--- config.mk ---
export PLATFORM = sky130hd
export DESIGN_NAME = serial_can_frame_deframer
export DESIGN_NICKNAME = d
export VERILOG_FILES = /design/src/rtl/scfd_pkg.sv /design/src/rtl/scfd_parser.sv /design/src/rtl/scfd_frame_queue.sv /design/src/rtl/scfd_filter.sv /design/src/rtl/serial_can_frame_deframer.sv
export VERILOG_INCLUDE_DIRS = /design/src /design/src/rtl
export SDC_FILE = /design/constraint.sdc
export NUM_CORES = 1
export LEC_CHECK = 0
export ABC_CLOCK_PERIOD_IN_PS = 8700
export CORE_ASPECT_RATIO = 1.1
export CORE_MARGIN = 2
export CORE_UTILIZATION = 43
export DETAILED_ROUTE_END_ITERATION = 10
export DONT_BUFFER_PORTS = 1
export PLACE_DENSITY = 0.57
export SLEW_MARGIN = 10
export SYNTH_ARGS = -nofsm -noshare
export SYNTH_HDL_FRONTEND = slang
export SYNTH_HIERARCHICAL = 1
export SYNTH_SLANG_ARGS = --single-unit
--- constraint.sdc ---
create_clock -name clk -period 8.7 [get_ports clk]
set_input_delay 1.305 -clock clk [delete_from_list [all_inputs] [get_ports clk]]
set_output_delay 1.305 -clock clk [all_outputs]
set_load 0.005 [all_outputs]
--- src/rtl/serial_can_frame_deframer_defines.svh ---
// Assertion macros shared by the serial CAN frame deframer.
`ifndef SERIAL_CAN_FRAME_DEFRAMER_DEFINES_SVH
`define SERIAL_CAN_FRAME_DEFRAMER_DEFINES_SVH

// Checks that the consequent holds in the same cycle as the antecedent.
`define SCFD_ASSERT_SAME(lbl, ante, cons, msg) \
    lbl: assert property (@(posedge clk) disable iff (!rst_n) (ante) |-> (cons)) \
        else $error(msg);

// Checks that the consequent holds in the cycle after the antecedent.
`define SCFD_ASSERT_NEXT(lbl, ante, cons, msg) \
    lbl: assert property (@(posedge clk) disable iff (!rst_n) (ante) |=> (cons)) \
        else $error(msg);

`endif

--- src/rtl/scfd_pkg.sv ---
// Shared types and constants of the serial CAN frame deframer.
package scfd_pkg;

    localparam int ID_W      = 12;
    localparam int LEN_W     = 4;
    localparam int DATA_W    = 64;
    localparam int BYTE_W    = 8;
    localparam int HITS_W    = 4;
    localparam int CFG_IDX_W = 4;
    localparam int CFG_DAT_W = 12;

    localparam int NUM_FILTERS_DEF    = 4;
    localparam int MAX_DATA_BYTES_DEF = 8;
    localparam int QUEUE_DEPTH_DEF    = 2;

    localparam logic [BYTE_W-1:0] START_BYTE = 8'hFD;
    localparam logic [BYTE_W-1:0] END_BYTE   = 8'hBF;

    localparam logic [ID_W-1:0] MASK_RESET  = 12'h000;
    localparam logic [ID_W-1:0] MATCH_RESET = 12'h001;

    typedef enum logic [2:0] {
        PH_START = 3'd0,
        PH_LEN   = 3'd1,
        PH_IDLO  = 3'd2,
        PH_DATA  = 3'd3,
        PH_END   = 3'd4
    } phase_t;

    typedef struct packed {
        logic [ID_W-1:0]   id;
        logic [LEN_W-1:0]  length;
        logic [DATA_W-1:0] data;
    } frame_t;

    // Push side of the frame queue as seen from the parser.
    typedef struct packed {
        logic   push;
        frame_t frame;
    } frame_push_t;

endpackage

--- src/rtl/scfd_parser.sv ---
// Byte parser: walks the frame format and emits each completed frame.
module scfd_parser #(
    parameter int MAX_DATA_BYTES = scfd_pkg::MAX_DATA_BYTES_DEF
) (
    input  logic                        clk,
    input  logic                        rst_n,
    input  logic                        accept,
    input  logic [scfd_pkg::BYTE_W-1:0] rx_byte,
    output scfd_pkg::frame_push_t       out
);

    scfd_pkg::phase_t                 phase_reg, phase_next;
    logic [scfd_pkg::LEN_W-1:0]       bytes_left_reg, bytes_left_next;
    logic [scfd_pkg::ID_W-1:0]        id_reg, id_next;
    logic [scfd_pkg::LEN_W-1:0]       length_reg, length_next;
    logic [scfd_pkg::DATA_W-1:0]      data_reg, data_next;
    logic [2:0]                       pos;
    logic [scfd_pkg::LEN_W-1:0]       len_nibble;
    logic                             len_bad;

    assign len_nibble = rx_byte[7:4];
    assign len_bad    = len_nibble > scfd_pkg::LEN_W'(MAX_DATA_BYTES);
    assign pos        = 3'(length_reg - bytes_left_reg);

    always_comb
    begin
        phase_next = phase_reg;
        if (accept)
        begin
            unique case (phase_reg)
                scfd_pkg::PH_LEN:
                    phase_next = len_bad ? scfd_pkg::PH_START : scfd_pkg::PH_IDLO;
                scfd_pkg::PH_IDLO:
                    phase_next = (length_reg == '0) ? scfd_pkg::PH_END : scfd_pkg::PH_DATA;
                scfd_pkg::PH_DATA:
                    phase_next = (bytes_left_reg == scfd_pkg::LEN_W'(1)) ?
                                 scfd_pkg::PH_END : scfd_pkg::PH_DATA;
                scfd_pkg::PH_END:
                    phase_next = scfd_pkg::PH_START;
                default:
                    phase_next = (rx_byte == scfd_pkg::START_BYTE) ?
                                 scfd_pkg::PH_LEN : scfd_pkg::PH_START;
            endcase
        end
    end

    always_comb
    begin
        bytes_left_next = bytes_left_reg;
        id_next         = id_reg;
        length_next     = length_reg;
        data_next       = data_reg;
        out.push        = 1'b0;
        out.frame.id     = id_reg;
        out.frame.length = length_reg;
        out.frame.data   = data_reg;
        if (accept)
        begin
            unique case (phase_reg)
                scfd_pkg::PH_LEN:
                begin
                    length_next = len_nibble;
                    if (!len_bad)
                    begin
                        id_next   = {rx_byte[3:0], 8'h00};
                        data_next = '0;
                    end
                end
                scfd_pkg::PH_IDLO:
                begin
                    id_next         = {id_reg[11:8], rx_byte};
                    bytes_left_next = length_reg;
                end
                scfd_pkg::PH_DATA:
                begin
                    data_next = data_reg |
                        ({{(scfd_pkg::DATA_W-scfd_pkg::BYTE_W){1'b0}}, rx_byte} << {pos, 3'b000});
                    bytes_left_next = bytes_left_reg - 1'b1;
                end
                scfd_pkg::PH_END:
                    out.push = (rx_byte == scfd_pkg::END_BYTE);
                default:
                begin
                end
            endcase
        end
    end

    always_ff @(posedge clk or negedge rst_n)
    begin
        if (!rst_n)
        begin
            phase_reg      <= scfd_pkg::PH_START;
            bytes_left_reg <= '0;
            id_reg         <= '0;
            length_reg     <= '0;
            data_reg       <= '0;
        end
        else
        begin
            phase_reg      <= phase_next;
            bytes_left_reg <= bytes_left_next;
            id_reg         <= id_next;
            length_reg     <= length_next;
            data_reg       <= data_next;
        end
    end

endmodule

--- src/rtl/scfd_frame_queue.sv ---
// Short queue of completed frames between the parser and the filter stage.
module scfd_frame_queue #(
    parameter int DEPTH = scfd_pkg::QUEUE_DEPTH_DEF
) (
    input  logic                  clk,
    input  logic                  rst_n,
    input  scfd_pkg::frame_push_t in,
    output logic                  full,
    input  logic                  pop,
    output logic                  empty,
    output scfd_pkg::frame_t      head
);

    localparam int PTR_W = $clog2(DEPTH);
    localparam int CNT_W = $clog2(DEPTH + 1);

    scfd_pkg::frame_t   mem_reg [DEPTH];
    logic [PTR_W-1:0]   wr_ptr_reg, wr_ptr_next;
    logic [PTR_W-1:0]   rd_ptr_reg, rd_ptr_next;
    logic [CNT_W-1:0]   count_reg, count_next;
    logic               do_push, do_pop;

    assign full    = (count_reg == CNT_W'(DEPTH));
    assign empty   = (count_reg == '0);
    assign do_push = in.push && !full;
    assign do_pop  = pop && !empty;
    assign head    = mem_reg[rd_ptr_reg];

    always_comb
    begin
        wr_ptr_next = wr_ptr_reg;
        rd_ptr_next = rd_ptr_reg;
        count_next  = count_reg;
        if (do_push)
            wr_ptr_next = (wr_ptr_reg == PTR_W'(DEPTH - 1)) ? '0 : wr_ptr_reg + 1'b1;
        if (do_pop)
            rd_ptr_next = (rd_ptr_reg == PTR_W'(DEPTH - 1)) ? '0 : rd_ptr_reg + 1'b1;
        if (do_push && !do_pop)
            count_next = count_reg + 1'b1;
        else if (do_pop && !do_push)
            count_next = count_reg - 1'b1;
    end

    always_ff @(posedge clk or negedge rst_n)
    begin
        if (!rst_n)
        begin
            wr_ptr_reg <= '0;
            rd_ptr_reg <= '0;
            count_reg  <= '0;
        end
        else
        begin
            wr_ptr_reg <= wr_ptr_next;
            rd_ptr_reg <= rd_ptr_next;
            count_reg  <= count_next;
        end
    end

    always_ff @(posedge clk)
    begin
        if (do_push)
            mem_reg[wr_ptr_reg] <= in.frame;
    end

endmodule

--- src/rtl/scfd_filter.sv ---
// Acceptance filters and the result register that faces the output side.
module scfd_filter #(
    parameter int NUM_FILTERS = scfd_pkg::NUM_FILTERS_DEF
) (
    input  logic                           clk,
    input  logic                           rst_n,
    input  logic                           cfg_write,
    input  logic [scfd_pkg::CFG_IDX_W-1:0] cfg_index,
    input  logic [scfd_pkg::CFG_DAT_W-1:0] cfg_data,
    input  logic                           q_empty,
    input  scfd_pkg::frame_t               q_head,
    output logic                           q_pop,
    input  logic                           pop,
    output logic                           empty,
    output scfd_pkg::frame_t               result,
    output logic [scfd_pkg::HITS_W-1:0]    hits
);

    logic [scfd_pkg::ID_W-1:0]   mask_reg  [NUM_FILTERS];
    logic [scfd_pkg::ID_W-1:0]   match_reg [NUM_FILTERS];
    logic                        valid_reg, valid_next;
    scfd_pkg::frame_t            result_reg;
    logic [scfd_pkg::HITS_W-1:0] hits_reg, hits_next;

    // The result register refills in the same cycle its contents transfer out.
    assign q_pop      = !q_empty && (!valid_reg || pop);
    assign valid_next = q_pop || (valid_reg && !pop);

    always_comb
    begin
        hits_next = '0;
        for (int k = 0; k < NUM_FILTERS; k++)
            hits_next[k] = ((q_head.id & mask_reg[k]) == match_reg[k]);
    end

    always_ff @(posedge clk or negedge rst_n)
    begin
        if (!rst_n)
        begin
            valid_reg <= 1'b0;
            for (int k = 0; k < NUM_FILTERS; k++)
            begin
                mask_reg[k]  <= scfd_pkg::MASK_RESET;
                match_reg[k] <= scfd_pkg::MATCH_RESET;
            end
        end
        else
        begin
            valid_reg <= valid_next;
            for (int k = 0; k < NUM_FILTERS; k++)
            begin
                if (cfg_write && cfg_index == scfd_pkg::CFG_IDX_W'(2 * k))
                    mask_reg[k] <= cfg_data;
                if (cfg_write && cfg_index == scfd_pkg::CFG_IDX_W'(2 * k + 1))
                    match_reg[k] <= cfg_data;
            end
        end
    end

    always_ff @(posedge clk)
    begin
        if (q_pop)
        begin
            result_reg <= q_head;
            hits_reg   <= hits_next;
        end
    end

    assign empty  = !valid_reg;
    assign result = result_reg;
    assign hits   = hits_reg;

endmodule

--- src/rtl/serial_can_frame_deframer.sv ---
// Top level of the serial CAN frame deframer.
// One received byte is taken per clock whenever full is low; the parser
// handles each accepted byte as it arrives, so a stream of bytes runs at
// one byte per cycle while full stays low. A frame that closes with its end
// byte is written into the frame queue and then moved into the result
// register once that register is free, with its ID already compared against
// the acceptance filters. Up to QUEUE_DEPTH completed frames wait in the frame
// queue behind the result register; full rises while that queue is full, and
// drops on the edge after the consumer pops a result. Filter registers are
// written through the cfg channel, which is always ready; a write to an index
// with no filter behind it is ignored.
`include "serial_can_frame_deframer_defines.svh"

module serial_can_frame_deframer #(
    parameter int NUM_FILTERS    = scfd_pkg::NUM_FILTERS_DEF,
    parameter int MAX_DATA_BYTES = scfd_pkg::MAX_DATA_BYTES_DEF,
    parameter int QUEUE_DEPTH    = scfd_pkg::QUEUE_DEPTH_DEF
) (
    input  logic                           clk,
    input  logic                           rst_n,
    input  logic                           push,
    output logic                           full,
    input  logic [scfd_pkg::BYTE_W-1:0]    rx_byte,
    output logic                           empty,
    input  logic                           pop,
    output logic [scfd_pkg::ID_W-1:0]      frame_id,
    output logic [scfd_pkg::LEN_W-1:0]     frame_length,
    output logic [scfd_pkg::DATA_W-1:0]    frame_data,
    output logic [scfd_pkg::HITS_W-1:0]    filter_hits,
    input  logic                           cfg_valid,
    output logic                           cfg_ready,
    input  logic [scfd_pkg::CFG_IDX_W-1:0] cfg_index,
    input  logic [scfd_pkg::CFG_DAT_W-1:0] cfg_data
);

    logic                  byte_accept;
    scfd_pkg::frame_push_t parsed;
    logic                  q_full, q_empty, q_pop;
    scfd_pkg::frame_t      q_head;
    scfd_pkg::frame_t      result;
    logic                  length_ok;
    logic                  tail_clear;

    assign cfg_ready   = 1'b1;
    assign full        = q_full;
    assign byte_accept = push && !q_full;

    scfd_parser #(
        .MAX_DATA_BYTES (MAX_DATA_BYTES)
    ) u_parser (
        .clk     (clk),
        .rst_n   (rst_n),
        .accept  (byte_accept),
        .rx_byte (rx_byte),
        .out     (parsed)
    );

    scfd_frame_queue #(
        .DEPTH (QUEUE_DEPTH)
    ) u_queue (
        .clk   (clk),
        .rst_n (rst_n),
        .in    (parsed),
        .full  (q_full),
        .pop   (q_pop),
        .empty (q_empty),
        .head  (q_head)
    );

    scfd_filter #(
        .NUM_FILTERS (NUM_FILTERS)
    ) u_filter (
        .clk       (clk),
        .rst_n     (rst_n),
        .cfg_write (cfg_valid && cfg_ready),
        .cfg_index (cfg_index),
        .cfg_data  (cfg_data),
        .q_empty   (q_empty),
        .q_head    (q_head),
        .q_pop     (q_pop),
        .pop       (pop),
        .empty     (empty),
        .result    (result),
        .hits      (filter_hits)
    );

    assign frame_id     = result.id;
    assign frame_length = result.length;
    assign frame_data   = result.data;

    assign length_ok  = frame_length <= scfd_pkg::LEN_W'(MAX_DATA_BYTES);
    assign tail_clear = (frame_data >> {frame_length, 3'b000}) == '0;

    `SCFD_ASSERT_SAME(a_no_push_when_full, parsed.push, !q_full, "frame pushed into full queue")
    `SCFD_ASSERT_SAME(a_length_in_range, !empty, length_ok, "result length above the maximum")
    `SCFD_ASSERT_SAME(a_unused_data_zero, !empty, tail_clear, "unused data bytes are not zero")
    `SCFD_ASSERT_NEXT(a_frame_reaches_queue, parsed.push, !q_empty, "frame not queued")

endmodule

==> results of run 1 <==
## worst max-delay path by stage
stage,start,to,slack [ns],cells past startpoint
6_report,u_queue/rd_ptr_reg$_DFFE_PN0P_,u_filter/hits[1]$_DFFE_PP_,5.54,6
5_1_grt,u_queue/rd_ptr_reg$_DFFE_PN0P_,u_filter/hits[3]$_DFFE_PP_,5.31,6
4_1_cts,u_queue/rd_ptr_reg$_DFFE_PN0P_,u_filter/hits[1]$_DFFE_PP_,5.45,6
3_5_place_dp,push,u_queue/mem_reg[0][16]$_DFFE_PP_,5.00,7
3_3_place_gp,push,u_queue/mem_reg[0][16]$_DFFE_PP_,5.00,7
2_1_floorplan,pop,u_queue/count_reg[1]$_DFFE_PN0P_,1.45,6
## per-stage QoR
stage / std cells / cell area, sq um / hold WS (ns) / setup slack (ns) / util, %
finish: 1598 / 18970 / 0.4490 / 5.540 / 48.42
global route: 1597 / 18970 / 0.4066 / 5.313 / 48.41
CTS: 1597 / 18970 / 0.3987 / 5.448 / 48.41
detailed placement: 1513 / 17420 / 0.4546 / 4.997 / 44.46
global placement: 1513 / 17420 / 0.4452 / 5.002 / 44.46
floorplan: 1035 / 17100 / 0.4417 / 1.449 / -
## cell families (layout without fill, tap and decap cells)
group / Yosys count / after routing / share of synthesized area, %
fa+ha+maj: 5 / 5 / 0.4098
compound gates: 93 / 93 / 3.344
mux: 178 / 178 / 13.46
other cells: 1 / 2 / 0.02193
buf+inv: 46 / 101 / 2.612
simple gates: 225 / 225 / 6.871
flops: 432 / 432 / 70.39
xor+xnor: 55 / 55 / 2.897
## critical path, delay by kind of cell, from the launching register on
kind,cells,cell delay [ns]
buffers and inverters,1,0.87
flip-flops,1,0.84
AND/OR/NAND/NOR,3,0.59
multiplexers,1,0.41
XOR/XNOR,1,0.20
## where the power goes
part	switching, mW	internal (mW)	total (mW)	leakage (nW)
Combinational	0.518	0.321	0.839	1.99
Clock	0.790	1.18	1.97	0.758
Sequential	0.207	2.53	2.74	4.55
## Yosys cell counts (all sizes together), types with 6 or more instances
cell type / number / share of area [%]
and2: 8 / 0.29
xor2: 50 / 2.6
o21ai: 12 / 0.35
nor3: 6 / 0.18
mux2: 178 / 13
nand3: 11 / 0.32
nor2b: 10 / 0.41
nand4: 13 / 0.48
a21oi: 67 / 2.0
buf: 32 / 2.3
nand2: 81 / 1.8
dfrtp: 184 / 27
nor2: 74 / 2.2
inv: 9 / 0.20
edfxtp: 244 / 43
## metal layers
metal	track usage, %	wire length, um
met3	4.138	1564
met1	22.36	15250
met5	0	0
met4	4.467	561
met2	26.74	16080
## area by class of cell
| class | count | share of cell area [%] |
|---|---|---|
| clock inverter | 26 | 1.497 |
| multi-input combinational | 557 | 24.51 |
| sequential | 432 | 63.48 |
| tap | 507 | 3.344 |
| inverter | 9 | 0.1781 |
| antenna | 1 | 0.01319 |
| clock buffer | 58 | 6.669 |
| timing repair buffer | 8 | 0.3166 |
==> reports/metrics.cfg, run 1 <==
[cts]
cts.sinks = 432
post_cts_buffers = 0
root_buffer = clkbuf_16
h-tree-depth = 2
path_clk_slew_ns = 0.06
ctsHoldBuffers = 0
cts_made_buffers = 45
ctsResizeCount = 0
insertion_delay_ns = 0.58
clk_path_buf_depth = 3
cts_tree = yes

[finish]
ff_latch_area_sq_um = 12040
nNetsFinal = 1087
layout_commonest_cell = edfxtp_1
drive_gt1_share_pct = 29.27
largest_reg_flops = 160
nFillCells = 3331
multi_input_area_sq_um = 4648
area_delta_synth_final_pct = 10.92
layout_common_cells = edfxtp_1 (244), dfrtp_1 (183), mux2_2 (99)

[power_and_ir_drop]
vdd_ir_drop_max_mv = 0.2023
leakagePower_nw = 7.300
total_power_mw = 5.550
power.density_nw_per_um2 = 292.6

[hold_path]
hold_class = input pin to async pin

[worst_setup_path]
worst_r2r_path_depth = 6
reg2reg_slack_ns = 5.54
critPathSlowestCell = buf_4
r2r-end = u_filter/hits[1]$_DFFE_PP_
end_kind = flip-flop
crit_path_cell_trace = buf_4 > mux2_4 > nand2_1 > xor2_1 > nand4_1 > nor3_1
cp_data_required_time_ns = 9.05
startpoint_type = flip-flop
rr_startpoint = u_queue/rd_ptr_reg$_DFFE_PN0P_
crit_type = flip-flop to flip-flop
arrival_ns = 3.51
cpPeakStageDelay_ns = 0.87
critPathMaxFanout = 49

[detailed_routing]
post_drt_wl_per_cell_um = 20.93
antenna_left = 0
first_pass_iters = 6
finalWirelength_um = 33450
via_per_inst = 5.085
drc_errors = 0
drt_iter0_markers = 474
num_vias = 8126

[synthesis]
syn_area_sq_um = 17100
yosys_warnings = 6
ys_ff_latch = 432
synth_edf_count = 244
syn-num-nets = 1069
syn_inst = 1035
synth.distinct_cells = 56
syn_area_per_cell_sq_um = 16.52
yosysSeqAreaShare_pct = 70.39
ys.flop_type = edfxtp_1
synth-async-reset-ratio_pct = 43.52

[timing]
worst_pin_slew_ns = 1.176
setup_viol = 0
relSlewSlack_pct = 21.28
report.final.slew_viol_count = 0
rsz0062_at_grt = no
fin_crit_ns = 3.160
clock_skew_ns = 0.01470
finalHoldViolCount = 0
maxClockFrequency_ghz = 0.3165
fin_crit_sh_pct = 36.32
fin_tns_setup_ns = 0

[floorplan]
fp.dieArea_sq_um = 41380
dieHeight_um = 213.2
core_sq_um = 39180
die-width_um = 194.1
rows = 76
boundaryPins = 116
initial_core_util_pct = 43.65

[grt]
grt_overflow = 0
grt_max_degree = 189
antenna_found_initial = 1
grt_usage_pct = 16.52
grt_pass1_vias = 8484
grt_pass1_wl_um = 51530

[place]
place_congestion = 0.7346
io_buffers = 0
hpwl_um = 20020

[flow_run]
maxCapViolCount = 0

[status]
status = finished, final reports clean

(Power assumes the default switching activity.)
==> run 2, diff against run 1 <==
--- a/config.mk
+++ b/config.mk
@@ -6,7 +6,7 @@
 export SDC_FILE = /design/constraint.sdc
 export NUM_CORES = 1
 export LEC_CHECK = 0
-export ABC_CLOCK_PERIOD_IN_PS = 8700
+export ABC_CLOCK_PERIOD_IN_PS = 3100
 export CORE_ASPECT_RATIO = 1.1
 export CORE_MARGIN = 2
 export CORE_UTILIZATION = 43
==> constraint.sdc (replaced) <==
create_clock -name clk -period 3.1 [get_ports clk]
set_input_delay 0.465 -clock clk [delete_from_list [all_inputs] [get_ports clk]]
set_output_delay 0.465 -clock clk [all_outputs]
set_load 0.005 [all_outputs]
==> reports/metrics.cfg, run 2 (same netlist as run 1, synthesis figures left out) <==
[flow_run]
maxCapViolCount = 0  ; unchanged

[timing]
maxClockFrequency_ghz = 0.3797  ; +20%
finalHoldViolCount = 188  ; +188
clock_skew_ns = 0.01669  ; +0.001988 ns
setup_ws_ns = 0.4663  ; -5.074 ns
fin_crit_sh_pct = 84.96  ; +49 points
setup_viol = 0  ; unchanged
report.final.slew_viol_count = 0  ; unchanged
relSlewSlack_pct = 45.96  ; +25 points
fin_crit_ns = 2.634  ; -0.5262 ns
rsz0062_at_grt = no
worst_pin_slew_ns = 0.8082  ; -0.3675 ns
fin_worst_hold_slack_ns = -0.3937  ; -0.8427 ns

[finish]
n_antenna_cell = 0  ; -1
ff_latch_area_sq_um = 12040  ; unchanged
largest_reg_flops = 160  ; unchanged
layout_commonest_cell = edfxtp_1
nFillCells = 3345  ; +0.42%
drive_gt1_share_pct = 29.69  ; +0.43 points
nNetsFinal = 1105  ; +1.7%
multi_input_area_sq_um = 4648  ; unchanged
layout_common_cells = edfxtp_1 (244), dfrtp_1 (183), mux2_2 (99)
area_delta_synth_final_pct = 12.04

[cts]
cts_tree = yes
root_buffer = clkbuf_16
h-tree-depth = 2  ; unchanged
clk_path_buf_depth = 3  ; unchanged
ctsHoldBuffers = 9  ; +9
cts.sinks = 432  ; unchanged
path_clk_slew_ns = 0.06  ; about the same
cts_made_buffers = 45  ; unchanged
post_cts_buffers = 0  ; unchanged
insertion_delay_ns = 0.57  ; about the same

[detailed_routing]
top_layer = met4
antenna_left = 0  ; unchanged
finalWirelength_um = 34230  ; +2.3%
wl_met2_um = 16600  ; +3.3%
first_pass_iters = 4  ; -2
num_vias = 8270  ; +1.8%
wl_met1_um = 15280  ; +0.22%
drt_iter0_markers = 480  ; +1.3%
via_per_inst = 5.121  ; +0.70%
drc_errors = 0  ; unchanged
post_drt_wl_per_cell_um = 21.20  ; +1.3%
met3_length_um = 1664  ; +6.4%

[status]
status = complete, but fails checks
failed_checks = negative hold slack

[hold_path]
hold_class = input pin to async pin

[grt]
grt_usage_pct = 16.84  ; +0.31 points
grt_overflow = 0  ; unchanged
antenna_found_initial = 0  ; -1
grt_pass1_wl_um = 52650  ; +2.2%
grt_pass1_vias = 8611  ; +1.5%
grt_max_degree = 189  ; unchanged

[power_and_ir_drop]
vdd_ir_drop_max_mv = 0.5910  ; +190%
power.density_nw_per_um2 = 810.6  ; +180%
total_power_mw = 15.53  ; +180%
leakagePower_nw = 7.370  ; +0.97%

[place]
place_congestion = 0.7997  ; +8.9%
hpwl_um = 20820  ; +4.0%
preCtsSetupSlack_ns = 0.4914  ; -4.505 ns
io_buffers = 0  ; unchanged

[worst_setup_path]
cp_data_required_time_ns = 3.32  ; -5.73 ns
crit_path_cell_trace = nand2b_1 > inv_1 > nor2b_4 > and4_1 > nand4_1 > nor3_1 > nand2_1 > nor2_4 > buf_4
crit_type = flip-flop to flip-flop
critPathMaxFanout = 28  ; -43%
rr_startpoint = u_queue/count_reg[0]$_DFFE_PN0P_
critPathSlowestCell = dfrtp_1
critical_path.startpoint = u_queue/count_reg[0]$_DFFE_PN0P_
end_kind = flip-flop
cpPeakStageDelay_ns = 0.42  ; -0.45 ns
startpoint_type = flip-flop
arrival_ns = 2.85  ; -0.66 ns

[floorplan]
initial_core_util_pct = 43.65  ; unchanged
core_sq_um = 39180  ; unchanged
rows = 76  ; unchanged
die-width_um = 194.1  ; unchanged
fp.dieArea_sq_um = 41380  ; unchanged
boundaryPins = 116  ; unchanged
dieHeight_um = 213.2  ; unchanged

run 2: cell types whose count changed in the layout (fill, tap and decap cells not counted), sizes merged:
cell	delta
clkinvlp	+5
clkinv	-8
bufinv	-1
inv	+3
clkbuf	+1
buf	+9
diode	-1
dlygate4sd3	+9
run 2: power breakdown:
part | leakage, nW | switching [mW] | internal (mW)
Clock | 0.731 | 2.26 | 3.24
Combinational | 2.09 | 1.37 | 0.931
Sequential | 4.55 | 0.613 | 7.11
run 2: per-stage QoR:
step	area, sq um	hold WS [ns]	utilization (%)	instances	setup TNS (ns)
after floorplan	17120	0.1694	-	1035	-0.03768
after global placement	17530	0.1878	44.76	1522	0
after detailed placement	17530	0.1858	44.76	1522	0
after CTS	19160	-0.4287	48.90	1615	0
after global routing	19160	-0.4343	48.90	1615	0
final	19160	-0.3937	48.90	1615	0
run 2: layer usage:
metal / track usage [%] / vias up
li1: - / 3816
met1: 22.27 / 4243
met2: 27.77 / 165
met3: 3.838 / 46
met4: 5.329 / 0
met5: 0 / -
run 2: worst paths after layout:
kind,to,slack (ns),depth (start not counted)
max,u_queue/mem_reg[0][10]$_DFFE_PP_,0.47,9
min,u_filter/mask_reg[36]$_DFFE_PN0P_,-0.39,0
max reg2reg,u_queue/mem_reg[0][10]$_DFFE_PP_,0.47,9
min reg2reg,u_queue/mem_reg[1][58]$_DFFE_PP_,0.47,0
max in group asynchronous,u_filter/match_reg[12]$_DFFE_PN1P_,3.19,0
min in group clk,u_parser/id_reg[11]$_DFFE_PN0P_,0.03,2
run 2: cell type report:
cell class | instances | share of cell area, %
flip-flops and latches | 432 | 62.84
multi-input cells | 557 | 24.26
clock buffers | 59 | 6.583
well taps | 507 | 3.311
clock inverters | 25 | 1.430
repair buffers | 26 | 1.398
inverters | 9 | 0.1763
run 2: repair_timing:
action | 4_1_cts | 5_1_grt
endpoints found under the setup margin | 0 | 0
resized for setup | 0 | 0
hold endpoints to repair | 200 | 188
run 2: worst max-delay path, delay by kind of cell, from the launching register on:
| kind | cells | cell delay (ns) |
|---|---|---|
| DFF | 1 | 0.42 |
| and+or+nand+nor | 7 | 1.35 |
| buffers and inverters | 2 | 0.49 |
